### config.mk
export PLATFORM = sky130hd
export DESIGN_NAME = rc_pulse_capture_mode_mux
export DESIGN_NICKNAME = d
export VERILOG_FILES = /design/src/hw/rtl/rcpc_pkg.sv /design/src/hw/rtl/rcpc_capture.sv /design/src/hw/rtl/rcpc_parser.sv /design/src/hw/rtl/rcpc_drive.sv /design/src/hw/rtl/rc_pulse_capture_mode_mux.sv
export SDC_FILE = /design/constraint.sdc
export NUM_CORES = 2
export LEC_CHECK = 0
export BUFFER_PORTS_ARGS = -buffer_cell sky130_fd_sc_hd__buf_2
export CORE_ASPECT_RATIO = 1.75
export CORE_MARGIN = 10
export CORE_UTILIZATION = 55
export CTS_CLUSTER_SIZE = 25
export DETAILED_ROUTE_END_ITERATION = 10
export PLACE_DENSITY = 0.77
export SLEW_MARGIN = 20
export SYNTH_ARGS = -nofsm -noshare
export SYNTH_HDL_FRONTEND = slang
export SYNTH_HIERARCHICAL = 1
export SYNTH_SLANG_ARGS = --single-unit
### constraint.sdc
create_clock -name clk -period 29.2 [get_ports clk]
set_input_delay 5.84 -clock clk [delete_from_list [all_inputs] [get_ports clk]]
set_output_delay 5.84 -clock clk [all_outputs]
set_load 0.01 [all_outputs]
### src/hw/rtl/rcpc_pkg.sv
// Shared types and constants for the RC pulse capture and mode multiplexer.
`timescale 1ns / 1ps
`default_nettype none
package rcpc_pkg;

	// Width of the free-running edge timers; captured widths keep the low 16 bits.
	localparam int PULSE_BITS = 16;
	localparam int US_BITS    = 16;

	// Configuration register indexes (byte address = 4 * index).
	localparam logic [2:0] REG_MANUAL_LIMIT = 3'd0;
	localparam logic [2:0] REG_AUTO_LIMIT   = 3'd1;
	localparam logic [2:0] REG_NEUTRAL      = 3'd2;
	localparam logic [2:0] REG_DRIVE_MIN    = 3'd3;
	localparam logic [2:0] REG_DRIVE_MAX    = 3'd4;

	localparam logic [US_BITS-1:0] MANUAL_LIMIT_RST = 16'd1300;
	localparam logic [US_BITS-1:0] AUTO_LIMIT_RST   = 16'd1700;
	localparam logic [US_BITS-1:0] NEUTRAL_RST      = 16'd1500;
	localparam logic [US_BITS-1:0] DRIVE_MIN_RST    = 16'd1000;
	localparam logic [US_BITS-1:0] DRIVE_MAX_RST    = 16'd2000;
	localparam logic [US_BITS-1:0] AUX_WIDTH_RST    = 16'd2000;

	// Command value ceiling and the reciprocal used to divide by it.
	localparam logic [6:0]  CMD_MAX     = 7'd100;
	localparam logic [23:0] RECIP_100   = 24'd10737419;
	localparam int          RECIP_SHIFT = 30;

	// ASCII codes seen by the command parser.
	localparam logic [7:0] CH_OPEN  = 8'h5B;
	localparam logic [7:0] CH_CLOSE = 8'h5D;
	localparam logic [7:0] CH_M     = 8'h4D;
	localparam logic [7:0] CH_R     = 8'h52;
	localparam logic [7:0] CH_L     = 8'h4C;
	localparam logic [7:0] CH_PLUS  = 8'h2B;
	localparam logic [7:0] CH_MINUS = 8'h2D;
	localparam logic [7:0] CH_ZERO  = 8'h30;
	localparam logic [7:0] CH_NINE  = 8'h39;
	localparam logic [7:0] CH_SPACE = 8'h20;
	localparam logic [7:0] CH_TAB   = 8'h09;
	localparam logic [7:0] CH_CR    = 8'h0D;

	typedef enum logic [1:0] {
		MODE_MANUAL   = 2'd0,
		MODE_DISABLED = 2'd1,
		MODE_AUTO     = 2'd2
	} mode_t;

	typedef enum logic [1:0] {
		TGT_NONE  = 2'd0,
		TGT_RIGHT = 2'd1,
		TGT_LEFT  = 2'd2
	} target_t;

	typedef struct packed {
		logic [US_BITS-1:0] right;
		logic [US_BITS-1:0] left;
		logic [US_BITS-1:0] aux;
	} widths_t;

	typedef struct packed {
		logic       pending;
		target_t    target;
		logic       negative;
		logic [6:0] magnitude;
	} cmd_status_t;

	// What one tick hands to the drive stages.
	typedef struct packed {
		mode_t              mode;
		logic               applied;
		target_t            target;
		logic [6:0]         num;
		logic [US_BITS-1:0] right_w;
		logic [US_BITS-1:0] left_w;
	} tick_t;

endpackage
`default_nettype wire

### src/hw/rtl/rcpc_capture.sv
// Edge timers and pulse width capture for the three receiver channels.
`timescale 1ns / 1ps
`default_nettype none
module rcpc_capture
	import rcpc_pkg::*;
(
	input  wire logic       clk,
	input  wire logic       arst_n,
	input  wire logic       load,
	input  wire logic [2:0] levels,
	output widths_t         widths_d
);

	logic [2:0]            prev_q;
	logic [PULSE_BITS-1:0] timer_q [3];
	logic [PULSE_BITS-1:0] timer_d [3];
	logic [US_BITS-1:0]    width_q [3];
	logic [US_BITS-1:0]    width_d [3];

	always_comb begin
		logic [PULSE_BITS+US_BITS-1:0] ext;
		for (int ch = 0; ch < 3; ch++) begin
			// restart on a rising edge, otherwise count and wrap
			if (levels[ch] && !prev_q[ch]) begin
				timer_d[ch] = '0;
			end else begin
				timer_d[ch] = timer_q[ch] + 1'b1;
			end
			ext = {{US_BITS{1'b0}}, timer_d[ch]};
			if (!levels[ch] && prev_q[ch]) begin
				width_d[ch] = ext[US_BITS-1:0];
			end else begin
				width_d[ch] = width_q[ch];
			end
		end
	end

	assign widths_d.right = width_d[0];
	assign widths_d.left  = width_d[1];
	assign widths_d.aux   = width_d[2];

	always_ff @(posedge clk or negedge arst_n) begin
		if (!arst_n) begin
			prev_q     <= '0;
			timer_q[0] <= '0;
			timer_q[1] <= '0;
			timer_q[2] <= '0;
			width_q[0] <= NEUTRAL_RST;
			width_q[1] <= NEUTRAL_RST;
			width_q[2] <= AUX_WIDTH_RST;
		end else if (load) begin
			prev_q <= levels;
			for (int ch = 0; ch < 3; ch++) begin
				timer_q[ch] <= timer_d[ch];
				width_q[ch] <= width_d[ch];
			end
		end
	end

endmodule
`default_nettype wire

### src/hw/rtl/rcpc_parser.sv
// Serial command parser for bracketed motor commands.
`timescale 1ns / 1ps
`default_nettype none
module rcpc_parser
	import rcpc_pkg::*;
(
	input  wire logic       clk,
	input  wire logic       arst_n,
	input  wire logic       load,
	input  wire logic       byte_valid,
	input  wire logic [7:0] rx_byte,
	input  wire logic       consume,
	output cmd_status_t     status_d
);

	typedef enum logic [1:0] {
		PH_BEFORE = 2'd0,
		PH_SIGN   = 2'd1,
		PH_DIGITS = 2'd2,
		PH_DONE   = 2'd3
	} phase_t;

	logic [1:0] seen_q, seen_d;
	logic [7:0] first_q, first_d;
	target_t    target_q, target_d;
	phase_t     phase_q, phase_d;
	logic       neg_q, neg_d;
	logic [6:0] mag_q, mag_d;
	logic       pending_q, pending_d;

	logic       is_digit;
	logic       is_space;
	logic [9:0] acc;

	assign is_digit = (rx_byte >= CH_ZERO) && (rx_byte <= CH_NINE);
	assign is_space = (rx_byte == CH_SPACE) || ((rx_byte >= CH_TAB) && (rx_byte <= CH_CR));
	assign acc = ({3'b0, mag_q} << 3) + ({3'b0, mag_q} << 1) + {6'b0, rx_byte[3:0]};

	always_comb begin
		logic take_num;
		take_num  = 1'b0;
		seen_d    = seen_q;
		first_d   = first_q;
		target_d  = target_q;
		phase_d   = phase_q;
		neg_d     = neg_q;
		mag_d     = mag_q;
		pending_d = pending_q;
		if (byte_valid) begin
			if (rx_byte == CH_OPEN) begin
				seen_d    = 2'd0;
				first_d   = '0;
				target_d  = TGT_NONE;
				phase_d   = PH_BEFORE;
				neg_d     = 1'b0;
				mag_d     = '0;
				pending_d = 1'b0;
			end else if (rx_byte == CH_CLOSE) begin
				pending_d = 1'b1;
			end else if (seen_q == 2'd0) begin
				first_d = rx_byte;
				seen_d  = 2'd1;
			end else if (seen_q == 2'd1) begin
				seen_d = 2'd2;
				if (first_q == CH_M && rx_byte == CH_R) begin
					target_d = TGT_RIGHT;
				end else if (first_q == CH_M && rx_byte == CH_L) begin
					target_d = TGT_LEFT;
				end else begin
					target_d = TGT_NONE;
				end
			end else begin
				unique case (phase_q)
					PH_BEFORE: begin
						if (is_space) begin
							phase_d = PH_BEFORE;
						end else if (rx_byte == CH_PLUS || rx_byte == CH_MINUS) begin
							neg_d   = (rx_byte == CH_MINUS);
							phase_d = PH_SIGN;
						end else begin
							take_num = 1'b1;
						end
					end
					PH_SIGN, PH_DIGITS: take_num = 1'b1;
					PH_DONE:            take_num = 1'b0;
					default:            take_num = 1'b0;
				endcase
				if (take_num) begin
					if (is_digit) begin
						// saturate the accumulator at the command ceiling
						mag_d   = (acc > {3'b0, CMD_MAX}) ? CMD_MAX : acc[6:0];
						phase_d = PH_DIGITS;
					end else begin
						phase_d = PH_DONE;
					end
				end
			end
		end
	end

	assign status_d.pending   = pending_d;
	assign status_d.target    = target_d;
	assign status_d.negative  = neg_d;
	assign status_d.magnitude = mag_d;

	always_ff @(posedge clk or negedge arst_n) begin
		if (!arst_n) begin
			seen_q    <= '0;
			first_q   <= '0;
			target_q  <= TGT_NONE;
			phase_q   <= PH_BEFORE;
			neg_q     <= 1'b0;
			mag_q     <= '0;
			pending_q <= 1'b0;
		end else if (load) begin
			if (consume) begin
				seen_q    <= '0;
				first_q   <= '0;
				target_q  <= TGT_NONE;
				phase_q   <= PH_BEFORE;
				neg_q     <= 1'b0;
				mag_q     <= '0;
				pending_q <= 1'b0;
			end else begin
				seen_q    <= seen_d;
				first_q   <= first_d;
				target_q  <= target_d;
				phase_q   <= phase_d;
				neg_q     <= neg_d;
				mag_q     <= mag_d;
				pending_q <= pending_d;
			end
		end
	end

endmodule
`default_nettype wire

### src/hw/rtl/rcpc_drive.sv
// Command scaling and held output registers.
`timescale 1ns / 1ps
`default_nettype none
module rcpc_drive
	import rcpc_pkg::*;
(
	input  wire logic               clk,
	input  wire logic               arst_n,
	input  wire logic               load_s2,
	input  wire logic               load_out,
	input  wire tick_t              tick_s1,
	input  wire logic [US_BITS-1:0] neutral_us,
	input  wire logic [US_BITS-1:0] drive_min_us,
	input  wire logic [US_BITS-1:0] drive_max_us,
	output logic [US_BITS-1:0]      right_drive_us,
	output logic [US_BITS-1:0]      left_drive_us,
	output logic [1:0]              mode,
	output logic                    command_applied
);

	tick_t              tick_s2;
	logic signed [23:0] prod_s2;

	logic signed [16:0] span;
	logic signed [24:0] prod_full;
	logic               prod_neg;
	logic [22:0]        prod_mag;
	logic [46:0]        quot_full;
	logic [US_BITS-1:0] quot;
	logic [US_BITS-1:0] scaled;
	logic [US_BITS-1:0] right_d, left_d;

	assign span      = $signed({1'b0, drive_max_us}) - $signed({1'b0, drive_min_us});
	assign prod_full = $signed({1'b0, tick_s1.num}) * span;

	always_ff @(posedge clk) begin
		if (load_s2) begin
			tick_s2 <= tick_s1;
			prod_s2 <= prod_full[23:0];
		end
	end

	// divide by 100 on the magnitude, truncating toward zero
	assign prod_neg  = prod_s2[23];
	assign prod_mag  = prod_neg ? 23'(-prod_s2) : prod_s2[22:0];
	assign quot_full = prod_mag * RECIP_100;
	assign quot      = quot_full[RECIP_SHIFT +: US_BITS];
	assign scaled    = prod_neg ? (drive_min_us - quot) : (drive_min_us + quot);

	always_comb begin
		right_d = right_drive_us;
		left_d  = left_drive_us;
		case (tick_s2.mode)
			MODE_MANUAL: begin
				right_d = tick_s2.right_w;
				left_d  = tick_s2.left_w;
			end
			MODE_DISABLED: begin
				right_d = neutral_us;
				left_d  = neutral_us;
			end
			default: begin
				// autonomous: hold unless a command names a motor
				if (tick_s2.applied && tick_s2.target == TGT_RIGHT) begin
					right_d = scaled;
				end else if (tick_s2.applied && tick_s2.target == TGT_LEFT) begin
					left_d = scaled;
				end
			end
		endcase
	end

	always_ff @(posedge clk or negedge arst_n) begin
		if (!arst_n) begin
			right_drive_us  <= NEUTRAL_RST;
			left_drive_us   <= NEUTRAL_RST;
			mode            <= MODE_MANUAL;
			command_applied <= 1'b0;
		end else if (load_out) begin
			right_drive_us  <= right_d;
			left_drive_us   <= left_d;
			mode            <= tick_s2.mode;
			command_applied <= tick_s2.applied;
		end
	end

endmodule
`default_nettype wire

### src/hw/rtl/rc_pulse_capture_mode_mux.sv
// Top level: RC pulse capture, mode selection and serial command multiplexer.
`timescale 1ns / 1ps
`default_nettype none
// One item is one microsecond tick: three receiver pin levels plus an optional
// serial byte. The block takes one item per clock while in_ready is high and
// returns one result per item (edge capture, parsing and the mode decision
// before the accepting edge, the command product in the second stage, the
// divide by 100 and the held outputs in the output stage). The per-tick
// timer and parser update is done in the acceptance cycle, so a new item can
// follow every clock; in_ready drops only when all three stages hold items and
// out_ready is low. Registers sit on an APB-style port at byte addresses
// 4*index and should be written only while no item is in flight. Nothing needs
// a clearing pass after reset.
module rc_pulse_capture_mode_mux
	import rcpc_pkg::*;
(
	input  wire logic               clk,
	input  wire logic               arst_n,
	input  wire logic               psel,
	input  wire logic               penable,
	input  wire logic               pwrite,
	input  wire logic [4:0]         paddr,
	input  wire logic [31:0]        pwdata,
	output logic [31:0]             prdata,
	output logic                    pready,
	input  wire logic               in_valid,
	output logic                    in_ready,
	input  wire logic               right_level,
	input  wire logic               left_level,
	input  wire logic               aux_level,
	input  wire logic               byte_valid,
	input  wire logic [7:0]         rx_byte,
	output logic                    out_valid,
	input  wire logic               out_ready,
	output logic [US_BITS-1:0]      right_drive_us,
	output logic [US_BITS-1:0]      left_drive_us,
	output logic [1:0]              mode,
	output logic                    command_applied
);

	logic [US_BITS-1:0] manual_limit_q, auto_limit_q, neutral_q, drive_min_q, drive_max_q;

	logic        cfg_write;
	logic [2:0]  reg_index;

	logic        valid_s1, valid_s2;
	logic        rdy1, rdy2, rdy3;
	logic        accept, load_s2, load_out;

	widths_t     widths_d;
	cmd_status_t status_d;
	mode_t       mode_d;
	logic        consume;
	tick_t       tick_d, tick_s1;

	assign pready    = 1'b1;
	assign cfg_write = psel && penable && pwrite && pready;
	assign reg_index = paddr[4:2];

	always_comb begin
		unique case (reg_index)
			REG_MANUAL_LIMIT: prdata = {16'b0, manual_limit_q};
			REG_AUTO_LIMIT:   prdata = {16'b0, auto_limit_q};
			REG_NEUTRAL:      prdata = {16'b0, neutral_q};
			REG_DRIVE_MIN:    prdata = {16'b0, drive_min_q};
			REG_DRIVE_MAX:    prdata = {16'b0, drive_max_q};
			default:          prdata = '0;
		endcase
	end

	always_ff @(posedge clk or negedge arst_n) begin
		if (!arst_n) begin
			manual_limit_q <= MANUAL_LIMIT_RST;
			auto_limit_q   <= AUTO_LIMIT_RST;
			neutral_q      <= NEUTRAL_RST;
			drive_min_q    <= DRIVE_MIN_RST;
			drive_max_q    <= DRIVE_MAX_RST;
		end else if (cfg_write) begin
			unique case (reg_index)
				REG_MANUAL_LIMIT: manual_limit_q <= pwdata[US_BITS-1:0];
				REG_AUTO_LIMIT:   auto_limit_q   <= pwdata[US_BITS-1:0];
				REG_NEUTRAL:      neutral_q      <= pwdata[US_BITS-1:0];
				REG_DRIVE_MIN:    drive_min_q    <= pwdata[US_BITS-1:0];
				REG_DRIVE_MAX:    drive_max_q    <= pwdata[US_BITS-1:0];
				default:          ;
			endcase
		end
	end

	// stage handshake: a stage moves when the one after it is empty or moving
	assign rdy3     = !out_valid || out_ready;
	assign rdy2     = !valid_s2 || rdy3;
	assign rdy1     = !valid_s1 || rdy2;
	assign in_ready = rdy1;
	assign accept   = in_valid && in_ready;
	assign load_s2  = valid_s1 && rdy2;
	assign load_out = valid_s2 && rdy3;

	always_ff @(posedge clk or negedge arst_n) begin
		if (!arst_n) begin
			valid_s1  <= 1'b0;
			valid_s2  <= 1'b0;
			out_valid <= 1'b0;
		end else begin
			if (rdy1) begin
				valid_s1 <= in_valid;
			end
			if (rdy2) begin
				valid_s2 <= valid_s1;
			end
			if (rdy3) begin
				out_valid <= valid_s2;
			end
		end
	end

	rcpc_capture u_capture (
		.clk      (clk),
		.arst_n   (arst_n),
		.load     (accept),
		.levels   ({aux_level, left_level, right_level}),
		.widths_d (widths_d)
	);

	rcpc_parser u_parser (
		.clk        (clk),
		.arst_n     (arst_n),
		.load       (accept),
		.byte_valid (byte_valid),
		.rx_byte    (rx_byte),
		.consume    (consume),
		.status_d   (status_d)
	);

	// mode from the freshly captured aux width; manual wins if limits overlap
	always_comb begin
		if (widths_d.aux <= manual_limit_q) begin
			mode_d = MODE_MANUAL;
		end else if (widths_d.aux < auto_limit_q) begin
			mode_d = MODE_DISABLED;
		end else begin
			mode_d = MODE_AUTO;
		end
	end

	assign consume = (mode_d == MODE_AUTO) && status_d.pending;

	assign tick_d.mode    = mode_d;
	assign tick_d.applied = consume;
	assign tick_d.target  = status_d.target;
	assign tick_d.num     = status_d.negative ? 7'd0 : status_d.magnitude;
	assign tick_d.right_w = widths_d.right;
	assign tick_d.left_w  = widths_d.left;

	always_ff @(posedge clk) begin
		if (accept) begin
			tick_s1 <= tick_d;
		end
	end

	rcpc_drive u_drive (
		.clk             (clk),
		.arst_n          (arst_n),
		.load_s2         (load_s2),
		.load_out        (load_out),
		.tick_s1         (tick_s1),
		.neutral_us      (neutral_q),
		.drive_min_us    (drive_min_q),
		.drive_max_us    (drive_max_q),
		.right_drive_us  (right_drive_us),
		.left_drive_us   (left_drive_us),
		.mode            (mode),
		.command_applied (command_applied)
	);

endmodule
`default_nettype wire

# Word-level counts from Yosys, hierarchy flattened
# Index checks and enable logic that the tools add are counted.
totals:
  regBits: 345
  in_bits: 56
  out_inout_bits: 70
  word_cells: 210
classes:
  addsub: 9
  mul: 2
  magnitude_cmp: 7
  eq_ne: 24
  muxes: 76
  reduce_logical: 54
op_table:
  columns: ["cell", "count"]
  rows:
  - ["$mux 16", 10]
  - ["$pmux 16 s5", 1]
  - ["$pmux 16 s2", 2]
  - ["$mux 7", 9]
  - ["$mux 2", 26]
  - ["$add 16x1->16 const B", 3]
  - ["$mul 23x24->46 const B", 1]
  - ["$eq 8x7->1 const B", 5]
  - ["$mux 8", 5]
  - ["$eq 8x6->1 const B", 3]
  - ["$mul 8x17->24", 1]
  - ["$mux 23", 1]
  - ["$neg 23->23", 1]
  - ["$mux 1", 21]
  - ["$logic_and 1x1->1", 18]
  - ["$sub 16x16->17", 1]
  - ["$add 16x16->16", 1]
  - ["$le 16x16->1", 1]
  - ["$lt 16x16->1", 1]
  - ["$sub 16x16->16", 1]
  - ["$reduce_and 2->1", 6]
  - ["$add 10x4->10", 1]
  - ["$add 10x8->10", 1]
  - ["$gt 10x7->1 const B", 1]
  - ["other kinds (24)", 51]

# Longest topological paths before layout
depth:
  word_depth: 17
  depth_mapped: 43

# Cells and area by module
# Netlist, hierarchy kept.
by_module_without_submodules:
  columns: ["mod", "instances", "cells_per_inst", "area_each_um2", "seq_area_each_um2"]
  rows:
  - ["rcpc_drive", 1, 2085, 19587.5, 2725.1]
  - ["rc_pulse_capture_mode_mux", 1, 465, 6065.8, 3433.3]
  - ["rcpc_capture", 1, 618, 5469.0, 2502.4]
  - ["rcpc_parser", 1, 231, 2082.0, 575.6]

# Worst setup path before layout
# Ideal clock, no wire load.
synth_timing:
  path_kind: "input to output"
  start: "in paddr[2]"
  end: "out prdata[0]"
  arrival_ns: 7.017
  t_required_ns: 23.360
  path_slack_ns: 16.343
  stages: 6
  path_buffers: 3
  cell_sequence: "clkbuf_2 -> buf_2 -> nor2b_1 -> buf_2 -> a22oi_1 -> o22ai_1"
synth_via:
  elab_chain_len: 2
  word_cells_on_any_way: 6
  classes_between: "eq/ne (4); mux (1); reduce/logical (1)"
synth_lines:
  columns: ["item", "line", "rtl"]
  rows:
  - ["start: declaration", "rc_pulse_capture_mode_mux.sv:22", "input wire logic [4:0] paddr,"]
  - ["$eq 3x3->1 (tied with other cells)", "rc_pulse_capture_mode_mux.sv:61", "unique case (reg_index)"]
  - ["$pmux 16 s5 *", "rc_pulse_capture_mode_mux.sv:61", null]
  - ["end: declaration", "rc_pulse_capture_mode_mux.sv:24", "output logic [31:0] prdata,"]
# Mark *: on every way between the ends. The rest lies on a longest branch, timed or not.

# Worst setup path in the final report
layout_timing:
  start: "in paddr[2]"
  end: "out prdata[15]"
# Same word-level chain as after synthesis.

==> flow_summary.toml <==
[logic_synthesis]
ys_types = 102
post_synth_fa_ha_maj_area_fraction_pct = 31.05
synthMuxAreaShare_pct = 3.866
ys_warn_count = 6
synthCells = 3399
synth_top_cell_by_area = "fa_1"
yosys.area.top_type_share_pct = 17.18
synthArstFlopShare_pct = 69.57
synthXorXnorAreaFrac_pct = 3.798
synth_edf_count = 105
synth_top_family_by_area = "adder cells"
synth_compound_area_share_pct = 12.78
ys.flop_type = "dfrtp_1"
synth_simple_gate_area_share_pct = 12.76
synthTopCellsByArea = "fa_1, ha_1, dfrtp_1, edfxtp_1, inv_1"
synth_seq_cells = 345
avgSynthCellArea_um2 = 9.769
ys_seq_area_share_pct = 27.82
syn_area_mm2 = 0.03320

[die]
dieArea_mm2 = 0.07099
dieWidth_um = 205.7
core_region_area_mm2 = 0.06000
rows = 119
die_h_um = 345.0
initial_core_util_pct = 55.34
io_pins = 126

[clock_network]
cts_root_buf = "clkbuf_16"
cts_hold_buf = 0
cts_max_level = 1
cts_sinks = 345
insertion_delay_ns = 0.61
post_cts_resized = 0
cts_buffers = 31
clk_pin_slew_ns = 0.07
clockBufferDepth = 3
cts_tree = "done"
cts_setup_buffers = 0

[timing]
skew_ns = 0.04126
fin_setup_tns_ns = 0
fin_crit_ns = 13.78
maxSlewHeadroom_pct = 24.81
hold_slack_ns = 0.4146
finalMaxSlewViolations = 0
finalSetupViolations = 0
tightest_slew_ns = 1.124
hold_violations = 0
min_period_over_period_pct = 47.19
max_freq_ghz = 0.07258
rsz0062_at_grt = "no"

[drt]
drt_iter0_drc = 1500
drt_pass1_iterations = 7
wire_per_inst_um = 20.25
vias = 24950
routed_via_density = 5.886
detail-route-antenna-nets = 0
drt-total-wl_um = 85840
drc = 0

[setup_path]
crit_required_ns = 23.36
worstPathArrival_ns = 7.94
endpoint_kind = "output pin"
crit_fanout = 24
path_class = "input pin to output pin"
start_kind = "input pin"
reg2reg_slack_ns = 16.80

[layout]
final_core_util_pct = 58.77
stdcell_area_mm2 = 0.03526
area_growth_pct = 6.199
layout-drive-gt1-share_pct = 11.00
fill_cells = 5049
layout.nets = 4130

[place]
place.gp.congestion = 0.9448
portBuffers = 90
place_area_mm2 = 0.03420
dp_hpwl_um = 69770

[global_routing]
gr-total-overflow = 0
grt_pass1_wl_um = 137100
grtUsageTotal_pct = 24.38
grt_max_degree = 89
grt_pass1_vias = 26060
antenna_found_initial = 11

[worst_hold_path]
hp-class = "register to register"

[job]
max_cap_violations = 0

[outcome]
status = "finished, final reports clean"
## Yosys cell counts (30+ instances only)
master,n
nor2_1,99
mux2_2,88
a21oi_1,134
dfrtp_1,178
o21ai_0,215
nor2b_1,37
o31ai_1,31
a21o_1,36
xnor2_1,92
inv_1,515
fa_1,285
edfxtp_1,105
nor3_1,39
and2_1,88
nand4_1,34
xor2_1,52
ha_1,368
nand3_1,77
clkbuf_1,80
a22oi_1,33
dfstp_2,62
nand2b_1,30
nand2_1,288
## routing by layer
| layer | global-route usage [%] | wire length (um) |
|---|---|---|
| met3 | 3.000 | 3669 |
| met5 | 0 | 57 |
| met1 | 24.10 | 28820 |
| met4 | 18.51 | 7459 |
| met2 | 44.90 | 45830 |
## through the flow
| step | setup slack, ns | std cells |
|---|---|---|
| detailed placement | 15.12 | 4174 |
| floorplan | 16.34 | 3414 |
| finish | 15.42 | 4239 |
| CTS | 15.12 | 4232 |
| global placement | 15.21 | 4174 |
| global route | 15.38 | 4234 |
## worst max-delay path: stages
cell	delay, ns
buf_2	0.46
nor2b_2	0.71
a22oi_1	0.20
o22ai_1	0.47
buf_2	0.24
## cell type report
type	count	area [um^2]	area share, %
tap	786	983.4	2.789
antenna	7	17.52	0.04968
inverter	515	1933	5.482
clock buffer	43	900.9	2.555
timing repair buffer	113	633.1	1.795
multi-input combinational	2415	21430	60.77
clock inverter	15	130.1	0.3690
sequential	345	9236	26.19
## logic make-up after synthesis
family | count (synthesis)
xor gates and xnor gates | 144
other | 2
muxes | 111
AOI/OAI and AO/OA | 662
and+or+nand+nor | 828
buffers and inverters | 654
adders and majority gates | 653
DFF | 345
## state kept, by name, summed over array words and instances (netlist names), 2 cells and up
signal,flops
u_capture/timer_q,48
u_drive/left_drive_us,16
drive_min_q,16
tick_s1,44
u_drive/right_drive_us,16
u_parser/target_q,2
u_parser/mag_q,7
u_capture/width_q,48
auto_limit_q,16
drive_max_q,16
u_drive/prod_s2,24
neutral_q,16
u_drive/tick_s2,37
u_drive/mode,2
u_parser/seen_q,2
u_parser/phase_q,2
u_capture/prev_q,3
u_parser/first_q,8
manual_limit_q,16
## worst paths after layout
check,start,end,cells past startpoint
min,tick_s1[23],u_drive/tick_s2[23],0
min in group asynchronous,arst_n,out_valid,1
max reg2reg,u_drive/prod_s2[11],u_drive/left_drive_us[14],41
min reg2reg,tick_s1[23],u_drive/tick_s2[23],0
max,paddr[2],prdata[15],5
max in group asynchronous,arst_n,neutral_q[1],3
## cell usage in the layout, fill, tap and decap left out, types with 31 or more instances in the layout
cell / count
nor3_1: 39
fa_1: 285
ha_1: 368
mux2_2: 88
dfrtp_1: 178
a21o_1: 36
edfxtp_1: 105
nand4_1: 34
o31ai_1: 31
a22oi_1: 33
nor2b_1: 36
and2_1: 86
dfstp_2: 62
nand2_1: 288
o21ai_0: 215
xor2_1: 52
xnor2_1: 92
clkbuf_16: 31
nand3_1: 77
buf_2: 89
inv_1: 515
a21oi_1: 134
nor2_1: 97
Power is left out: the tool's default activity adds up to more than one toggle a clock period on the data nets, which glitch-free logic cannot reach.
